File: config.mk
export PLATFORM = sky130hd
export DESIGN_NAME = handshake_serial_link_master_flat
export DESIGN_NICKNAME = d
export VERILOG_FILES = /design/src/rtl/core/hslm_pkg.sv /design/src/rtl/core/hslm_if.sv /design/src/rtl/core/handshake_serial_link_master.sv /design/src/flat_wrapper.sv
export SDC_FILE = /design/constraint.sdc
export NUM_CORES = 1
export LEC_CHECK = 0
export BUFFER_PORTS_ARGS = -buffer_cell sky130_fd_sc_hd__buf_2
export CAP_MARGIN = 40
export CORE_MARGIN = 2
export CORE_UTILIZATION = 47
export DETAILED_ROUTE_END_ITERATION = 10
export PLACE_DENSITY = 0.76
export SLEW_MARGIN = 20
export SYNTH_ARGS = -nofsm -noshare
export SYNTH_HDL_FRONTEND = slang
export SYNTH_SLANG_ARGS = --single-unit
File: constraint.sdc
create_clock -name clk -period 2.9 [get_ports clk]
set_clock_uncertainty 0.1 [all_clocks]
set_input_delay 0.58 -clock clk [delete_from_list [all_inputs] [get_ports clk]]
set_output_delay 0.58 -clock clk [all_outputs]
set_load 0.01 [all_outputs]
File: src/rtl/core/hslm_pkg.sv
// Package: phase codes, command codes and register indexes for the serial link master.
package hslm_pkg;

    localparam logic [2:0] PH_IDLE         = 3'd0;
    localparam logic [2:0] PH_TX_WAIT_LOW  = 3'd1;
    localparam logic [2:0] PH_TX_WAIT_HIGH = 3'd2;
    localparam logic [2:0] PH_RX_PRE       = 3'd3;
    localparam logic [2:0] PH_RX_HIGH      = 3'd4;
    localparam logic [2:0] PH_RX_LOW       = 3'd5;

    localparam logic [1:0] MODE_SEND = 2'd1;
    localparam logic [1:0] MODE_RECV = 2'd2;

    localparam logic [1:0] REG_PRE_DELAY = 2'd0;
    localparam logic [1:0] REG_HIGH      = 2'd1;
    localparam logic [1:0] REG_LOW       = 2'd2;

    localparam logic [15:0] PRE_DELAY_RESET = 16'd50;
    localparam logic [15:0] HIGH_RESET      = 16'd10;
    localparam logic [15:0] LOW_RESET       = 16'd10;

    localparam logic [3:0] BITS_PER_BYTE = 4'd8;

    typedef logic [15:0] tick_t;

endpackage

File: src/rtl/core/hslm_if.sv
// Interfaces: command channel and result channel of the serial link master.
interface hslm_cmd_if;
    logic       valid;
    logic       ready;
    logic [1:0] mode;
    logic [7:0] tx_byte;
    logic       want_pre_delay;
    logic       ack_level;
    logic       recv_level;

    modport source (
        output valid, mode, tx_byte, want_pre_delay, ack_level, recv_level,
        input  ready
    );
    modport sink (
        input  valid, mode, tx_byte, want_pre_delay, ack_level, recv_level,
        output ready
    );
endinterface

interface hslm_res_if;
    logic       valid;
    logic       ready;
    logic       clk_level;
    logic       data_level;
    logic       busy_res;
    logic       tx_done;
    logic       rx_done;
    logic [7:0] rx_byte;

    modport source (
        output valid, clk_level, data_level, busy_res, tx_done, rx_done, rx_byte,
        input  ready
    );
    modport sink (
        input  valid, clk_level, data_level, busy_res, tx_done, rx_done, rx_byte,
        output ready
    );
endinterface

File: src/rtl/core/handshake_serial_link_master.sv
// Top level: master side of a three-wire handshaked serial link, one tick per beat.
// The result beat of an accepted command beat is registered and valid in the next cycle.
// Throughput: one beat per cycle while the result side keeps up; the state update is a single registered pass.
// A new command beat is taken while the result register is empty or being drained.
// Reset (rst_n, async, active low): idle, lines low, counters and rx byte zero,
// tick registers back to 50 / 10 / 10, result register empty.
module handshake_serial_link_master
    import hslm_pkg::*;
(
    input  logic          clk,
    input  logic          rst_n,
    input  logic          cfg_we,
    input  logic [1:0]    cfg_index,
    input  logic [15:0]   cfg_data,
    hslm_cmd_if.sink      cmd,
    hslm_res_if.source    res
);

    tick_t       pre_delay_reg;
    tick_t       high_reg;
    tick_t       low_reg;

    logic [2:0]  phase_reg,     phase_next;
    logic [3:0]  bit_index_reg, bit_index_next;
    logic [7:0]  shift_reg,     shift_next;
    tick_t       tick_reg,      tick_next;
    logic        clk_out_reg,   clk_out_next;
    logic        data_out_reg,  data_out_next;
    logic [7:0]  last_rx_reg,   last_rx_next;
    logic        tx_done_reg,   tx_done_next;
    logic        rx_done_reg,   rx_done_next;
    logic        res_valid_reg;

    logic        accept;
    logic        expired;
    logic [3:0]  bit_inc;

    assign cmd.ready = !res_valid_reg || res.ready;
    assign accept    = cmd.valid && cmd.ready;
    assign expired   = (tick_reg <= 16'd1);
    assign bit_inc   = bit_index_reg + 4'd1;

    always_ff @(posedge clk or negedge rst_n)
    begin
        if (!rst_n)
        begin
            pre_delay_reg <= PRE_DELAY_RESET;
            high_reg      <= HIGH_RESET;
            low_reg       <= LOW_RESET;
        end
        else if (cfg_we)
        begin
            case (cfg_index)
                REG_PRE_DELAY: pre_delay_reg <= cfg_data;
                REG_HIGH:      high_reg      <= cfg_data;
                REG_LOW:       low_reg       <= cfg_data;
                default:       ;
            endcase
        end
    end

    always_comb
    begin
        phase_next     = phase_reg;
        bit_index_next = bit_index_reg;
        shift_next     = shift_reg;
        tick_next      = tick_reg;
        clk_out_next   = clk_out_reg;
        data_out_next  = data_out_reg;
        last_rx_next   = last_rx_reg;
        tx_done_next   = 1'b0;
        rx_done_next   = 1'b0;
        case (phase_reg)
            PH_IDLE:
            begin
                if (cmd.mode == MODE_SEND)
                begin
                    shift_next     = cmd.tx_byte;
                    bit_index_next = 4'd0;
                    phase_next     = PH_TX_WAIT_LOW;
                end
                else if (cmd.mode == MODE_RECV)
                begin
                    shift_next     = 8'd0;
                    bit_index_next = 4'd0;
                    if (cmd.want_pre_delay && pre_delay_reg != 16'd0)
                    begin
                        phase_next = PH_RX_PRE;
                        tick_next  = pre_delay_reg;
                    end
                    else
                    begin
                        clk_out_next = 1'b1;
                        phase_next   = PH_RX_HIGH;
                        tick_next    = high_reg;
                    end
                end
            end
            PH_TX_WAIT_LOW:
            begin
                if (!cmd.ack_level)
                begin
                    clk_out_next = 1'b1;
                    phase_next   = PH_TX_WAIT_HIGH;
                end
            end
            PH_TX_WAIT_HIGH:
            begin
                if (cmd.ack_level)
                begin
                    data_out_next = shift_reg[0];
                    shift_next    = {1'b0, shift_reg[7:1]};
                    clk_out_next  = 1'b0;
                    if (bit_inc >= BITS_PER_BYTE)
                    begin
                        bit_index_next = 4'd0;
                        phase_next     = PH_IDLE;
                        tx_done_next   = 1'b1;
                    end
                    else
                    begin
                        bit_index_next = bit_inc;
                        phase_next     = PH_TX_WAIT_LOW;
                    end
                end
            end
            PH_RX_PRE:
            begin
                if (expired)
                begin
                    clk_out_next = 1'b1;
                    phase_next   = PH_RX_HIGH;
                    tick_next    = high_reg;
                end
                else
                begin
                    tick_next = tick_reg - 16'd1;
                end
            end
            PH_RX_HIGH:
            begin
                if (expired)
                begin
                    shift_next     = {cmd.recv_level, shift_reg[7:1]};
                    bit_index_next = bit_inc;
                    clk_out_next   = 1'b0;
                    phase_next     = PH_RX_LOW;
                    tick_next      = low_reg;
                end
                else
                begin
                    tick_next = tick_reg - 16'd1;
                end
            end
            PH_RX_LOW:
            begin
                if (expired)
                begin
                    if (bit_index_reg >= BITS_PER_BYTE)
                    begin
                        last_rx_next   = shift_reg;
                        bit_index_next = 4'd0;
                        phase_next     = PH_IDLE;
                        rx_done_next   = 1'b1;
                    end
                    else
                    begin
                        clk_out_next = 1'b1;
                        phase_next   = PH_RX_HIGH;
                        tick_next    = high_reg;
                    end
                end
                else
                begin
                    tick_next = tick_reg - 16'd1;
                end
            end
            default:
            begin
                phase_next = PH_IDLE;
            end
        endcase
    end

    always_ff @(posedge clk or negedge rst_n)
    begin
        if (!rst_n)
        begin
            phase_reg     <= PH_IDLE;
            bit_index_reg <= 4'd0;
            shift_reg     <= 8'd0;
            tick_reg      <= 16'd0;
            clk_out_reg   <= 1'b0;
            data_out_reg  <= 1'b0;
            last_rx_reg   <= 8'd0;
            tx_done_reg   <= 1'b0;
            rx_done_reg   <= 1'b0;
            res_valid_reg <= 1'b0;
        end
        else
        begin
            if (accept)
            begin
                phase_reg     <= phase_next;
                bit_index_reg <= bit_index_next;
                shift_reg     <= shift_next;
                tick_reg      <= tick_next;
                clk_out_reg   <= clk_out_next;
                data_out_reg  <= data_out_next;
                last_rx_reg   <= last_rx_next;
                tx_done_reg   <= tx_done_next;
                rx_done_reg   <= rx_done_next;
                res_valid_reg <= 1'b1;
            end
            else if (res.ready)
            begin
                res_valid_reg <= 1'b0;
            end
        end
    end

    // result beat reads state directly: state only moves when the old beat is gone
    assign res.valid      = res_valid_reg;
    assign res.clk_level  = clk_out_reg;
    assign res.data_level = data_out_reg;
    assign res.busy_res   = (phase_reg != PH_IDLE);
    assign res.tx_done    = tx_done_reg;
    assign res.rx_done    = rx_done_reg;
    assign res.rx_byte    = last_rx_reg;

endmodule

File: src/flat_wrapper.sv
// flat-port wrapper written by rule: the top's interface ports become plain ports
module handshake_serial_link_master_flat import hslm_pkg::*;
  (clk, rst_n, cfg_we, cfg_index, cfg_data, cmd_valid, cmd_mode, cmd_tx_byte, cmd_want_pre_delay, cmd_ack_level, cmd_recv_level, cmd_ready, res_valid, res_clk_level, res_data_level, res_busy_res, res_tx_done, res_rx_done, res_rx_byte, res_ready);
  hslm_cmd_if cmd_i ();
  hslm_res_if res_i ();
  input  logic clk;
  input  logic rst_n;
  input  logic cfg_we;
  input  logic [1:0] cfg_index;
  input  logic [15:0] cfg_data;
  input wire logic [$bits(cmd_i.valid)-1:0] cmd_valid;
  input wire logic [$bits(cmd_i.mode)-1:0] cmd_mode;
  input wire logic [$bits(cmd_i.tx_byte)-1:0] cmd_tx_byte;
  input wire logic [$bits(cmd_i.want_pre_delay)-1:0] cmd_want_pre_delay;
  input wire logic [$bits(cmd_i.ack_level)-1:0] cmd_ack_level;
  input wire logic [$bits(cmd_i.recv_level)-1:0] cmd_recv_level;
  output wire logic [$bits(cmd_i.ready)-1:0] cmd_ready;
  output wire logic [$bits(res_i.valid)-1:0] res_valid;
  output wire logic [$bits(res_i.clk_level)-1:0] res_clk_level;
  output wire logic [$bits(res_i.data_level)-1:0] res_data_level;
  output wire logic [$bits(res_i.busy_res)-1:0] res_busy_res;
  output wire logic [$bits(res_i.tx_done)-1:0] res_tx_done;
  output wire logic [$bits(res_i.rx_done)-1:0] res_rx_done;
  output wire logic [$bits(res_i.rx_byte)-1:0] res_rx_byte;
  input wire logic [$bits(res_i.ready)-1:0] res_ready;
  assign cmd_i.valid = cmd_valid;
  assign cmd_i.mode = cmd_mode;
  assign cmd_i.tx_byte = cmd_tx_byte;
  assign cmd_i.want_pre_delay = cmd_want_pre_delay;
  assign cmd_i.ack_level = cmd_ack_level;
  assign cmd_i.recv_level = cmd_recv_level;
  assign cmd_ready = cmd_i.ready;
  assign res_valid = res_i.valid;
  assign res_clk_level = res_i.clk_level;
  assign res_data_level = res_i.data_level;
  assign res_busy_res = res_i.busy_res;
  assign res_tx_done = res_i.tx_done;
  assign res_rx_done = res_i.rx_done;
  assign res_rx_byte = res_i.rx_byte;
  assign res_i.ready = res_ready;
  handshake_serial_link_master u_core (.clk(clk), .rst_n(rst_n), .cfg_we(cfg_we), .cfg_index(cfg_index), .cfg_data(cfg_data), .cmd(cmd_i), .res(res_i));
endmodule
---- Yosys cells after proc, flatten, opt, wreduce, memory -nomap -nowiden ----
Cells that the tools add are included.
word-level totals
  flip-flop bits (word level) ............. 92
  bits in latches ......................... 0
  bits in writable memories ............... 0
  memory bits (read-only) ................. 0
  input port bits ......................... 36
  output and inout bits ................... 15
  logic and storage cells ................. 112
  memories kept ........................... 0
cells by class
  add/subtract/negate cells ............... 2
  multiply operators ...................... 0
  divide/modulo/power cells ............... 0
  order comparisons ....................... 3
  eq/ne operators ......................... 21
  shift operators ......................... 0
  muxes and demuxes ....................... 50
  bitwise gates (word level) .............. 0
  reduce and logical (&&, ||, !) cells .... 23
operators by type and width
  cell                   count
  $mux 16                7
  $pmux 16 s4            1
  $mux 8                 4
  $mux 4                 7
  $mux 3                 9
  $pmux 8 s3             1
  $mux 1                 18
  $pmux 3 s6             1
  $le 16x1->1 const B    1
  $pmux 4 s4             1
  $reduce_bool 16->1     1
  $sub 16x1->16 const B  1
  $reduce_and 7->1       2
  $reduce_and 11->1      1
  $ne 2x1->1 const B     5
  $ne 2x2->1 const B     5
  $reduce_and 5->1       2
  $ge 4x4->1 const B     2
  $reduce_bool 4->1      2
  $eq 3x2->1 const B     2
  $eq 3x3->1 const B     2
  $pmux 1 s6             1
  $reduce_and 2->1       3
  $reduce_bool 3->1      2
  other kinds (15)       18

---- Logic depth before layout (Yosys ltp) ----
Gate-level depths: netlist of run 1.
  depth after elaboration ................. 6
  gate-level depth with buffers ........... 9
  gate-level depth less buffers ........... 7

---- Worst setup path after synthesis of run 1 ----
No wires, ideal clock.
  kind .................................... input -> register
  start ................................... input res_ready
  end ..................................... register u_core.bit_index_reg[0]
  setup time .............................. 0.125 ns
  arrival ................................. 1.971 ns
  data required time ...................... 2.675 ns
  slack ................................... 0.705 ns
  stages on the path ...................... 5
  path buffers ............................ 0
  cell sequence ........................... nand2b_1 -> nor3b_1 -> o21ai_0 -> a311oi_4 -> mux2_2
between the ends
  cells in the longest elaborated chain, start to end .. 3
ends and longest elaborated chain
  what                        line                                 text
  from (decl)                 flat_wrapper.sv:25                   input wire logic [$bits(res_i.ready)-1:0] res_ready;
  $logic_or 1x1->1            handshake_serial_link_master.sv:38   assign cmd.ready = !res_valid_reg || res.ready;
  $logic_and 1x1->1           handshake_serial_link_master.sv:39   assign accept = cmd.valid && cmd.ready;
  $reduce_and 7->1 (no line)  --
  to (signal assigned)        handshake_serial_link_master.sv:205  bit_index_reg <= bit_index_next;
  to (decl)                   handshake_serial_link_master.sv:24   logic [3:0] bit_index_reg, bit_index_next;
Every way passes these cells.
A chain may end at the register's enable or synchronous reset.

---- Final worst setup path of run 1 ----
  start ................................... register u_core.tick_reg[12]
  end ..................................... register u_core.shift_reg[4]
between the ends
  cells in the longest elaborated chain, start to end .. 3
ends and longest elaborated chain
  what                        line                                 text
  from (decl)                 handshake_serial_link_master.sv:26   tick_t tick_reg, tick_next;
  from (signal assigned)      handshake_serial_link_master.sv:207  tick_reg <= tick_next;
  $le 16x1->1                 handshake_serial_link_master.sv:40   assign expired = (tick_reg <= 16'd1);
  $ne 2x1->1 (no line)        --
  $reduce_and 5->1 (no line)  --
  to (signal assigned)        handshake_serial_link_master.sv:206  shift_reg <= shift_next;
  to (decl)                   handshake_serial_link_master.sv:25   logic [7:0] shift_reg, shift_next;
Every way passes these cells.

==> insert_results.sql, run 1 <==
INSERT INTO impl_metrics (metric_group, metric, value, unit) VALUES
('finish', 'finalNetCount', '571', ''),
('placement', 'dp.cells', '658', ''),
('worst_setup_path', 'worstReg2RegStart', 'u_core.tick_reg[12]$_DFFE_PN0P_', ''),
('sta', 'setup_viol', '0', ''),
('sta', 'hold_violations', '0', ''),
('run_status', 'status', 'finished, final reports clean', ''),
('yosys', 'syn-num-nets', '524', ''),
('pwr', 'power.density_cell_area', '814', 'mW/mm²'),
('sta', 'slew-limit-headroom', '55.1', '%'),
('yosys', 'synth_seq_area_share', '44.1', '%'),
('finish', 'most_common_library_cell_in_the_layout_ignoring_fill_and_taps', 'dfrtp_1', ''),
('floorplanning', 'floorplan.core_area', '0.0108', 'mm²'),
('pwr', 'power.sequential.fraction', '42.6', '%'),
('detailed_routing', 'drcViolationCount', '0', ''),
('clocking', 'postCtsResizedCells', '0', ''),
('grt', 'number_of_global_route_vias_before_repair', '4085', ''),
('detailed_routing', 'first_pass_iters', '5', ''),
('yosys', 'synth-warning-count', '0', ''),
('grt', 'grt_start_max_net_pins', '54', ''),
('yosys', 'synth_area_per_cell', '10.9', 'µm²'),
('worst_setup_path', 'worst-r2r-cell-count', '5', ''),
('clocking', 'clock_tree_from_tritoncts', 'built', ''),
('pwr', 'switching_share', '39.4', '%'),
('grt', 'track_usage', '21.9', '%'),
('pwr', 'power_leakage', '0.00252', 'µW'),
('finish', 'diodes', '0', ''),
('finish', 'layout.area.seq', '0.00231', 'mm²'),
('sta', 'final_min_period_over_clock_period', '87.4', '%'),
('placement', 'routability_congestion_estimate_from_global_placement', '0.913', ''),
('worst_setup_path', 'cpPeakStageDelay', '470', 'ps'),
('sta', 'final.setup.tns', '0', 'ps'),
('worst_setup_path', 'worstSetupEndpoint', 'u_core.shift_reg[4]$_DFFE_PN0P_', ''),
('pwr', 'p_int', '2900', 'µW'),
('floorplanning', 'floorplan.die.height', '110', 'µm'),
('worst_setup_path', 'crit_fanout', '13', ''),
('worst_setup_path', 'worst-path-buf-inv', '0', ''),
('floorplanning', 'initial_core_util', '48.3', '%'),
('worst_setup_path', 'setup_crit_start_kind', 'flop', ''),
('hold_path', 'worst_hold_path_type', 'input pin to async pin', ''),
('floorplanning', 'die_w', '110', 'µm'),
('yosys', 'synthesized_cell_area', '0.00524', 'mm²'),
('detailed_routing', 'route.vias.total', '4146', ''),
('finish', 'layout-drive-gt1-share', '33.7', '%'),
('clocking', 'numCtsBuffers', '9', ''),
('yosys', 'number_of_synthesized_register_bits', '92', ''),
('clocking', 'max-clock-path-buffers', '2', ''),
('floorplanning', 'num_rows', '38', ''),
('worst_setup_path', 'crit_path_start', 'u_core.tick_reg[12]$_DFFE_PN0P_', ''),
('placement', 'detailed_place_hpwl', '8.54', 'mm'),
('sta', 'clock.fmax', '394', 'MHz'),
('clocking', 'postCtsHoldBufs', '0', ''),
('detailed_routing', 'initialDrtViolationCount', '433', ''),
('yosys', 'ys_dominant_reg_cell', 'dfrtp_1', ''),
('clocking', 'clockRootBuffer', 'clkbuf_8', ''),
('placement', 'port_buffers', '50', ''),
('clocking', 'worst_setup_hold_path_clk_slew', '90', 'ps'),
('yosys', 'synth_enable_flop_cells', '0', ''),
('pwr', 'switchingPower', '1880', 'µW'),
('worst_setup_path', 'worst_ep_required_time', '3050', 'ps'),
('clocking', 'postCtsSetupBuffers', '0', ''),
('yosys', 'number_of_distinct_library_cells_after_synthesis', '65', ''),
('detailed_routing', 'detail_route.vias_per_cell', '6.15', ''),
('clocking', 'worst_skew_pair.late_latency', '370', 'ps'),
('job', 'max_cap_viol_count', '0', ''),
('finish', 'area_growth_syn_to_layout', '12.1', '%'),
('worst_setup_path', 'timing.reg2reg.setup_slack', '360', 'ps'),
('detailed_routing', 'route.antenna.remaining_nets', '0', ''),
('worst_setup_path', 'crit_chain', 'nor3_1 -> and4b_4 -> a31oi_4 -> and3b_1 -> mux2_2', ''),
('pwr', 'gate_power_share', '38.5', '%'),
('worst_setup_path', 'cp_top_family', 'simple AND/OR/NAND/NOR gates', ''),
('yosys', 'synthesis.instances', '482', '');
## worst min-delay path by stage
stage,from,end,cells after the start
2_1_floorplan,rst_n,u_core.bit_index_reg[0]$_DFFE_PN0P_,0
3_3_place_gp,u_core.res.rx_done$_DFFE_PN0P_,u_core.res.rx_done$_DFFE_PN0P_,1
3_5_place_dp,u_core.res.rx_done$_DFFE_PN0P_,u_core.res.rx_done$_DFFE_PN0P_,1
4_1_cts,rst_n,u_core.pre_delay_reg[8]$_DFFE_PN0P_,1
5_1_grt,rst_n,u_core.high_reg[12]$_DFFE_PN0P_,1
6_report,rst_n,u_core.pre_delay_reg[13]$_DFFE_PN0P_,1
## kinds of logic (layout without fill, tap and decap cells)
family | count (synthesis) | count (layout) | share of synthesized area (%)
buf+inv | 48 | 100 | 4.04
compound gates | 107 | 107 | 14.7
simple gates | 124 | 124 | 13.8
xor+xnor | 3 | 3 | 0.502
mux | 102 | 102 | 21.4
fa+ha+maj | 6 | 6 | 1.43
flops | 92 | 92 | 44.1
## power by group through the flow
stage / registers [µW] / logic [µW] / clock network (µW)
6_report: 2040 / 1840 / 903
5_1_grt: 2090 / 2020 / 977
4_1_cts: 2020 / 1820 / 920
3_5_place_dp: 2050 / 1810 / 0
3_3_place_gp: 2020 / 1770 / 0
2_1_floorplan: 1890 / 1430 / 0
## Yosys cell counts (all sizes together), types with 6 or more instances
| library cell | instances | area, µm² |
|---|---|---|
| mux2i | 24 | 240 |
| buf | 17 | 95.1 |
| inv | 17 | 63.8 |
| a22o | 8 | 70.1 |
| o221ai | 9 | 78.8 |
| mux2 | 78 | 878 |
| dfrtp | 85 | 2130 |
| nor4 | 10 | 98.8 |
| clkbuf | 14 | 52.6 |
| dfstp | 7 | 184 |
| ha | 6 | 75.1 |
| a21oi | 16 | 80.1 |
| nor2 | 27 | 101 |
| o21ai | 31 | 159 |
| nand2 | 30 | 115 |
| nor3 | 13 | 65.1 |
| nand3 | 8 | 45.0 |
## worst register-to-register path, delay by kind of cell, from the launching register on
kind             cells  cell delay [ps]
AO/OA/AOI/OAI        1              160
AND/OR/NAND/NOR      3             1340
multiplexers         1              380
flip-flops           1              440
## routing by layer
metal / up-vias / global-route usage [%] / share of wire (%)
met3: 33 / 5.16 / 7.8
li1: 1902 / - / -
met5: - / 0 / 0
met2: 202 / 34.4 / 46
met1: 2009 / 29.7 / 44
met4: 0 / 8.05 / 2.0
## stage by stage
step	area, µm²	hold slack [ps]	setup slack [ps]
after detailed placement	5670	365	338
after CTS	5870	84.9	359
after floorplan	5240	184	705
after global routing	5870	104	184
after global placement	5670	353	417
final	5870	72.1	364
## final cells by class
class,instances,share of cell area [%]
clock inverters,3,0.789
repair buffers,67,6.69
flip-flops and latches,92,39.4
well taps,140,2.98
clock buffers,13,2.71
multi-input cells,342,46.4
inverters,17,1.09
Power figures use the tool's default switching activity.
==> run 2, diff against run 1 <==
--- a/config.mk
+++ b/config.mk
@@ -5,6 +5,7 @@
 export SDC_FILE = /design/constraint.sdc
 export NUM_CORES = 1
 export LEC_CHECK = 0
+export ABC_AREA = 1
 export BUFFER_PORTS_ARGS = -buffer_cell sky130_fd_sc_hd__buf_2
 export CAP_MARGIN = 40
 export CORE_MARGIN = 2
==> run 2 against run 1 <==
  * Area after synthesis grew 3.7%
  * Critical endpoint is now u_core.tick_reg[8]$_DFFE_PN0P_
  * Highest routed layer unchanged
  * Total power up 2.5%
  * Critical path type unchanged
  * First-iteration DRC count shrank 30%
  * Maximum frequency is 11% higher
==> insert_results.sql, run 2 <==
INSERT INTO impl_metrics (metric_group, metric, value, unit) VALUES
('clocking', 'worst_skew_pair.late_latency', '350', 'ps'),
('pwr', 'switchingPower', '2000', 'µW'),
('yosys', 'fraction_of_synthesized_cell_area_taken_by_the_top_area_cell_type', '39.2', '%'),
('placement', 'detailed_place_hpwl', '8.93', 'mm'),
('yosys', 'yosys-top-cells-area', 'dfrtp_1 39%, nand2_1 15%, inv_1 6.8%', ''),
('yosys', 'synth_area_per_cell', '7.17', 'µm²'),
('grt', 'grt_overflow_total', '0', ''),
('grt', 'antenna_found_initial', '0', ''),
('run_status', 'status', 'finished, final reports clean', ''),
('yosys', 'synthTopCellsByCount', '223 x nand2_1, 98 x inv_1, 86 x nor2_1, 85 x dfrtp_1, 59 x o21ai_0', ''),
('hold_path', 'worst_hold_path_type', 'input pin to async pin', ''),
('detailed_routing', 'detail_route.vias_per_cell', '5.07', ''),
('finish', 'mostFrequentLayoutCells', '223 x nand2_1, 98 x inv_1, 86 x nor2_1', ''),
('job', 'max_cap_viol_count', '0', ''),
('finish', 'area_growth_syn_to_layout', '11.9', '%'),
('grt', 'grt_start_max_net_pins', '50', ''),
('worst_setup_path', 'crit_fanout', '15', ''),
('finish', 'fin_util', '53.4', '%'),
('pwr', 'p_int', '2900', 'µW'),
('detailed_routing', 'drt_wl_total', '12.4', 'mm'),
('grt', 'number_of_global_route_vias_before_repair', '4569', ''),
('finish', 'most_common_library_cell_in_the_layout_ignoring_fill_and_taps', 'nand2_1', ''),
('sta', 'setup_viol', '0', ''),
('floorplanning', 'floorplan.core_area', '0.0114', 'mm²'),
('pwr', 'power.sequential.fraction', '38.7', '%'),
('placement', 'post-place-ws', '507', 'ps'),
('sta', 'maxSlewViolCount', '0', ''),
('pwr', 'power_leakage', '0.00308', 'µW'),
('yosys', 'synth_enable_flop_cells', '0', ''),
('floorplanning', 'die_w', '112', 'µm'),
('sta', 'slew_of_the_pin_with_the_lowest_slew_margin', '632', 'ps'),
('finish', 'layout-drive-gt1-share', '15.4', '%'),
('sta', 'clock.fmax', '439', 'MHz'),
('worst_setup_path', 'worst_ep_required_time', '3040', 'ps'),
('pwr', 'pwr-share-clk', '23.5', '%'),
('grt', 'track_usage', '21.4', '%'),
('pwr', 'power.density_cell_area', '806', 'mW/mm²'),
('sta', 'final_min_period_over_clock_period', '78.5', '%'),
('clocking', 'max-clock-path-buffers', '2', ''),
('clocking', 'numCtsBuffers', '9', ''),
('worst_setup_path', 'crit_cells', '11', ''),
('clocking', 'postCtsSetupBuffers', '0', ''),
('yosys', 'synthesized_cell_area', '0.00543', 'mm²'),
('clocking', 'numClockSinks', '92', ''),
('sta', 'fin_crit', '2280', 'ps'),
('clocking', 'htree_num_levels', '3', ''),
('detailed_routing', 'initialDrtViolationCount', '305', ''),
('floorplanning', 'floorplan.die.height', '112', 'µm'),
('worst_setup_path', 'critical_path_class', 'flop to flop', ''),
('sta', 'final.setup.tns', '0', 'ps'),
('yosys', 'ys_dominant_reg_cell', 'dfrtp_1', ''),
('clocking', 'clock_tree_from_tritoncts', 'built', ''),
('floorplanning', 'pin_count', '51', ''),
('yosys', 'library_cell_with_the_highest_instance_count_after_synthesis', 'nand2_1', ''),
('worst_setup_path', 'worstReg2RegEnd', 'u_core.tick_reg[8]$_DFFE_PN0P_', ''),
('clocking', 'worst_setup_hold_path_clk_slew', '70', 'ps'),
('worst_setup_path', 'worst-path-buf-inv', '3', ''),
('detailed_routing', 'avgRoutedWirePerCell', '13.1', 'µm'),
('worst_setup_path', 'crit_chain', 'nor2_2 -> nand2_4 -> inv_4 -> nor2_2 -> a21oi_2 -> nand2_2 -> buf_4 -> nor2_1 -> nand3_1 -> nand2_1 -> inv_1', ''),
('yosys', 'number_of_synthesized_register_bits', '92', ''),
('yosys', 'synth_seq_area_share', '42.5', '%'),
('detailed_routing', 'route.vias.total', '4811', ''),
('worst_setup_path', 'cp-end-kind', 'flop', ''),
('floorplanning', 'num_rows', '39', ''),
('detailed_routing', 'first_pass_iters', '5', ''),
('finish', 'diodes', '0', ''),
('finish', 'finalNetCount', '843', ''),
('sta', 'unrepaired_setup_endpoints_after_global_routing', 'false', ''),
('grt', 'first_pass_grt_wire_length', '21.6', 'mm'),
('detailed_routing', 'drcViolationCount', '0', ''),
('pwr', 'gate_power_share', '37.9', '%'),
('sta', 'slew-limit-headroom', '57.7', '%'),
('clocking', 'postCtsResizedCells', '0', ''),
('worst_setup_path', 'crit_slowest_cell', 'dfrtp_1', ''),
('worst_setup_path', 'cpPeakStageDelay', '500', 'ps'),
('worst_setup_path', 'worstReg2RegStart', 'u_core.phase_reg[0]$_DFFE_PN0P_', ''),
('yosys', 'synth-warning-count', '0', ''),
('floorplanning', 'dieArea', '0.0124', 'mm²'),
('pwr', 'ir_worst_vdd', '0.000417', 'V'),
('worst_setup_path', 'setup_crit_start_kind', 'flop', ''),
('yosys', 'number_of_distinct_library_cells_after_synthesis', '36', ''),
('pwr', 'switching_share', '40.8', '%'),
('clocking', 'clockRootBuffer', 'clkbuf_16', ''),
('placement', 'port_buffers', '50', ''),
('clocking', 'postCtsHoldBufs', '0', ''),
('worst_setup_path', 'worst-r2r-cell-count', '11', ''),
('sta', 'hold_violations', '0', ''),
('yosys', 'syn-num-nets', '799', ''),
('yosys', 'async_flop_share', '100', '%'),
('worst_setup_path', 'cp_top_family', 'simple AND/OR/NAND/NOR gates', ''),
('worst_setup_path', 'worst-endpoint-arrival', '2420', 'ps'),
('placement', 'routability_congestion_estimate_from_global_placement', '0.891', ''),
('floorplanning', 'initial_core_util', '47.8', '%'),
('detailed_routing', 'route.antenna.remaining_nets', '0', ''),
('sta', 'worst_setup_slack_after_layout', '623', 'ps'),
('yosys', 'synth_top_area_cell', 'dfrtp_1', ''),
('worst_setup_path', 'crit_path_frequent_cell', 'nor2_2', ''),
('yosys', 'synthesis.instances', '757', ''),
('worst_setup_path', 'timing.reg2reg.setup_slack', '620', 'ps');
## run 2: changes by cell type in the layout (fill, tap and decap cells not counted), moves of 11 or more
cell,delta
nand2_1,+194
inv_1,+81
mux2_2,-78
nor2_1,+59
nand3_1,+36
o21ai_0,+29
mux2i_1,-24
clkbuf_8,-11
o21ai_1,+11
## run 2: worst max-delay path by stage
stage	end	slack [ps]	start
2_1_floorplan	u_core.tick_reg[7]$_DFFE_PN0P_	950	cmd_mode[1]
3_3_place_gp	u_core.tick_reg[7]$_DFFE_PN0P_	600	cmd_mode[0]
3_5_place_dp	u_core.tick_reg[8]$_DFFE_PN0P_	510	cmd_mode[1]
4_1_cts	u_core.tick_reg[8]$_DFFE_PN0P_	640	u_core.phase_reg[0]$_DFFE_PN0P_
5_1_grt	u_core.tick_reg[7]$_DFFE_PN0P_	470	u_core.tick_reg[0]$_DFFE_PN0P_
6_report	u_core.tick_reg[8]$_DFFE_PN0P_	620	u_core.phase_reg[0]$_DFFE_PN0P_
## run 2: kinds of logic after synthesis
family | count (synthesis) | synth area share (%)
xor+xnor | 7 | 1.13
compound gates | 111 | 11.4
buf+inv | 135 | 10.4
simple gates | 406 | 33.1
flops | 92 | 42.5
fa+ha+maj | 6 | 1.38
## run 2: per-stage QoR
| stage | hold slack, ps | std cells | total power, µW | instance area [µm²] |
|---|---|---|---|---|
| after floorplan | 184 | 757 | 3330 | 5430 |
| after detailed placement | 367 | 933 | 3750 | 5800 |
| after global placement | 364 | 931 | 3720 | 5770 |
| after CTS | 152 | 949 | 4920 | 6080 |
| after global routing | 186 | 949 | 5300 | 6080 |
| final | 130 | 949 | 4900 | 6080 |
## run 2: metal layers
metal | part of all wire [%] | global-route usage (%) | vias up
li1 | - | - | 2452
met1 | 48 | 28.7 | 2238
met2 | 46 | 34.6 | 110
met3 | 5.2 | 5.39 | 11
met4 | 1.2 | 6.42 | 0
met5 | 0 | 0 | -
## run 2: final cells by class
type | count | area, µm²
Clock inverter | 2 | 37.5
Inverter | 108 | 408
Multi-Input combinational cell | 530 | 2550
Sequential cell | 92 | 2310
Tap cell | 143 | 179
Timing Repair Buffer | 60 | 343
Clock buffer | 14 | 244
Fill cell | 1070 | 5290
## run 2: power by group through the flow
stage | combinational (µW) | clock [µW] | sequential (µW)
after floorplan | 1520 | 0 | 1810
after detailed placement | 1850 | 0 | 1900
after CTS | 1860 | 1170 | 1890
final | 1850 | 1150 | 1890
after global placement | 1820 | 0 | 1900
after global routing | 2140 | 1230 | 1940
==> run 3, diff against run 2 <==
--- a/config.mk
+++ b/config.mk
@@ -11,7 +11,7 @@
 export CORE_MARGIN = 2
 export CORE_UTILIZATION = 47
 export DETAILED_ROUTE_END_ITERATION = 10
-export PLACE_DENSITY = 0.76
+export PLACE_DENSITY = 0.78
 export SLEW_MARGIN = 20
 export SYNTH_ARGS = -nofsm -noshare
 export SYNTH_HDL_FRONTEND = slang
==> constraint.sdc (replaced) <==
create_clock -name clk -period 2 [get_ports clk]
set_clock_uncertainty 0.1 [all_clocks]
set_input_delay 0.4 -clock clk [delete_from_list [all_inputs] [get_ports clk]]
set_output_delay 0.4 -clock clk [all_outputs]
set_load 0.01 [all_outputs]
==> run 3 against run 2 <==
  * Die area did not move
  * Worst hold slack gained 64 ps
  * Setup slack got worse by 560 ps
  * Global-route usage is 0.64 points lower
  * Sequential share of layout area is 1.8 points lower
  * Clock power increased by 37%
  * First-iteration DRC count rose by 32%
  * Register-to-register slack got worse by 560 ps
  * Final cell count grew 3.4%
  * Sequential power increased by 43%
  * Utilization increased by 2.7 points
  * Final area rose by 5.1%
==> insert_results.sql, run 3 (same netlist as run 2, synthesis figures left out) <==
INSERT INTO impl_metrics (metric_group, metric, value, unit) VALUES
('detailed_routing', 'route.antenna.remaining_nets', '0', ''),
('sta', 'worst_setup_slack_after_layout', '61.5', 'ps'),
('placement', 'post-place-ws', '23.9', 'ps'),
('worst_setup_path', 'critical_path_class', 'flop to flop', ''),
('finish', 'final_design_area_no_fill', '0.00639', 'mm²'),
('worst_setup_path', 'crit_fanout', '7', ''),
('sta', 'slew_of_the_pin_with_the_lowest_slew_margin', '533', 'ps'),
('grt', 'number_of_global_route_vias_before_repair', '4549', ''),
('sta', 'maxSlewViolCount', '0', ''),
('grt', 'first_pass_grt_wire_length', '21.1', 'mm'),
('grt', 'grt_start_max_net_pins', '40', ''),
('floorplanning', 'floorplan.core_area', '0.0114', 'mm²'),
('worst_setup_path', 'worst_ep_required_time', '2160', 'ps'),
('clocking', 'worst_setup_hold_path_clk_slew', '70', 'ps'),
('worst_setup_path', 'worst-endpoint-arrival', '2090', 'ps'),
('finish', 'fillers', '1046', ''),
('floorplanning', 'floorplan.die.height', '112', 'µm'),
('run_status', 'status', 'finished, final reports clean', ''),
('finish', 'finalNetCount', '875', ''),
('pwr', 'ir_worst_vdd', '0.000659', 'V'),
('sta', 'clock.fmax', '516', 'MHz'),
('detailed_routing', 'initialDrtViolationCount', '404', ''),
('floorplanning', 'initial_core_util', '47.8', '%'),
('finish', 'layout-drive-gt1-share', '19.5', '%'),
('pwr', 'power_leakage', '0.00323', 'µW'),
('job', 'max_cap_viol_count', '0', ''),
('floorplanning', 'dieArea', '0.0124', 'mm²'),
('grt', 'grt_overflow_total', '0', ''),
('sta', 'hold_violations', '0', ''),
('clocking', 'max-clock-path-buffers', '2', ''),
('clocking', 'htree_num_levels', '3', ''),
('floorplanning', 'num_rows', '39', ''),
('sta', 'fin_crit', '1940', 'ps'),
('detailed_routing', 'drt_wl_total', '12.6', 'mm'),
('detailed_routing', 'drcViolationCount', '0', ''),
('placement', 'port_buffers', '50', ''),
('floorplanning', 'die_w', '112', 'µm'),
('clocking', 'numCtsBuffers', '9', ''),
('finish', 'mostFrequentLayoutCells', '223 x nand2_1, 98 x inv_1, 85 x dfrtp_1', ''),
('detailed_routing', 'detail_route.vias_per_cell', '5.01', ''),
('sta', 'unrepaired_setup_endpoints_after_global_routing', 'true', ''),
('clocking', 'numClockSinks', '92', ''),
('worst_setup_path', 'setup_crit_start_kind', 'flop', ''),
('sta', 'slew-limit-headroom', '64.4', '%'),
('sta', 'setup_viol', '0', ''),
('worst_setup_path', 'cp-end-kind', 'flop', ''),
('grt', 'track_usage', '20.8', '%'),
('finish', 'most_common_library_cell_in_the_layout_ignoring_fill_and_taps', 'nand2_1', ''),
('detailed_routing', 'first_pass_iters', '5', ''),
('clocking', 'clock_tree_from_tritoncts', 'built', ''),
('placement', 'postPlaceCellArea', '0.00601', 'mm²'),
('placement', 'detailed_place_hpwl', '9.09', 'mm'),
('placement', 'routability_congestion_estimate_from_global_placement', '0.904', ''),
('hold_path', 'worst_hold_path_type', 'input pin to flop', ''),
('floorplanning', 'pin_count', '51', ''),
('sta', 'final_min_period_over_clock_period', '96.9', '%'),
('clocking', 'clockRootBuffer', 'clkbuf_16', ''),
('detailed_routing', 'route.vias.total', '4917', ''),
('worst_setup_path', 'timing.reg2reg.setup_slack', '60', 'ps'),
('finish', 'fin_util', '56.2', '%'),
('detailed_routing', 'avgRoutedWirePerCell', '12.8', 'µm'),
('clocking', 'worst_skew_pair.late_latency', '350', 'ps'),
('grt', 'antenna_found_initial', '0', ''),
('finish', 'diodes', '0', ''),
('finish', 'area_growth_syn_to_layout', '17.6', '%'),
('pwr', 'power.density_cell_area', '1160', 'mW/mm²');
run 3: cell count changes in the layout (fill, tap and decap cells not counted), moves of 3 or more:
cell / before / now
nand3_2: 4 / 1
buf_4: 9 / 39
nor2_1: 86 / 83
clkbuf_1: 5 / 2
nand3_4: 1 / 5
run 3: final cells by class:
cell class              count  area [µm²]  area share, %
multi-input cells         531        2630           41.1
repair buffers             91         588           9.21
well taps                 143         179           2.80
flip-flops and latches     92        2310           36.2
clock inverters             5        36.3          0.568
clock buffers              11         233           3.64
inverters                 108         413           6.46
run 3: what timing repair did:
| item | in CTS | in global routing |
|---|---|---|
| hold buffers | 1 | 0 |
| buffers inserted | 0 | 3 |
| setup endpoints to repair | 0 | 35 |
| endpoints found under the hold margin | 29 | 0 |
| resized for setup | 0 | 15 |
run 3: metrics by stage:
step	instances	TNS, ps	total power, µW	hold WS, ps
5_1_grt	981	-77.1	7940	230
2_1_floorplan	757	0	4820	4.41
6_report	981	0	7390	194
3_5_place_dp	960	0	5650	262
3_3_place_gp	960	0	5600	267
4_1_cts	977	0	7250	191
run 3: power by group:
part / switching [µW] / internal [µW] / total (µW)
sequential: 394 / 2320 / 2710
clock: 726 / 845 / 1570
combinational: 1960 / 1140 / 3100
run 3: final timing paths:
check | to | from | cells past startpoint
hold / removal | u_core.pre_delay_reg[5]$_DFFE_PN1P_ | cfg_data[5] | 3
setup reg to reg | u_core.tick_reg[2]$_DFFE_PN0P_ | u_core.tick_reg[1]$_DFFE_PN0P_ | 11
hold reg to reg | u_core.res.rx_done$_DFFE_PN0P_ | u_core.res.rx_done$_DFFE_PN0P_ | 2
max in group asynchronous | u_core.tick_reg[9]$_DFFE_PN0P_ | rst_n | 3
min in group asynchronous | u_core.low_reg[13]$_DFFE_PN0P_ | rst_n | 2
setup / recovery | u_core.tick_reg[2]$_DFFE_PN0P_ | u_core.tick_reg[1]$_DFFE_PN0P_ | 11
run 3: critical path: stages, from the launching register on:
cell and delay, ps:
dfrtp_1 380, inv_1 100, ha_1 190, nor2_2 60, nor2_4 120, buf_4 160, nand4_1 160, nand2_4 160
inv_2 100, or2_0 200, nand2_1 60, inv_1 30
run 3: metal layers:
| layer | global-route usage, % | wire (µm) | up-vias | part of all wire (%) |
|---|---|---|---|---|
| met3 | 4.30 | 652 | 17 | 5.2 |
| met2 | 33.7 | 5700 | 125 | 45 |
| met5 | 0 | 0 | - | 0 |
| li1 | - | - | 2523 | - |
| met1 | 28.2 | 6000 | 2252 | 48 |
| met4 | 6.42 | 212 | 0 | 1.7 |
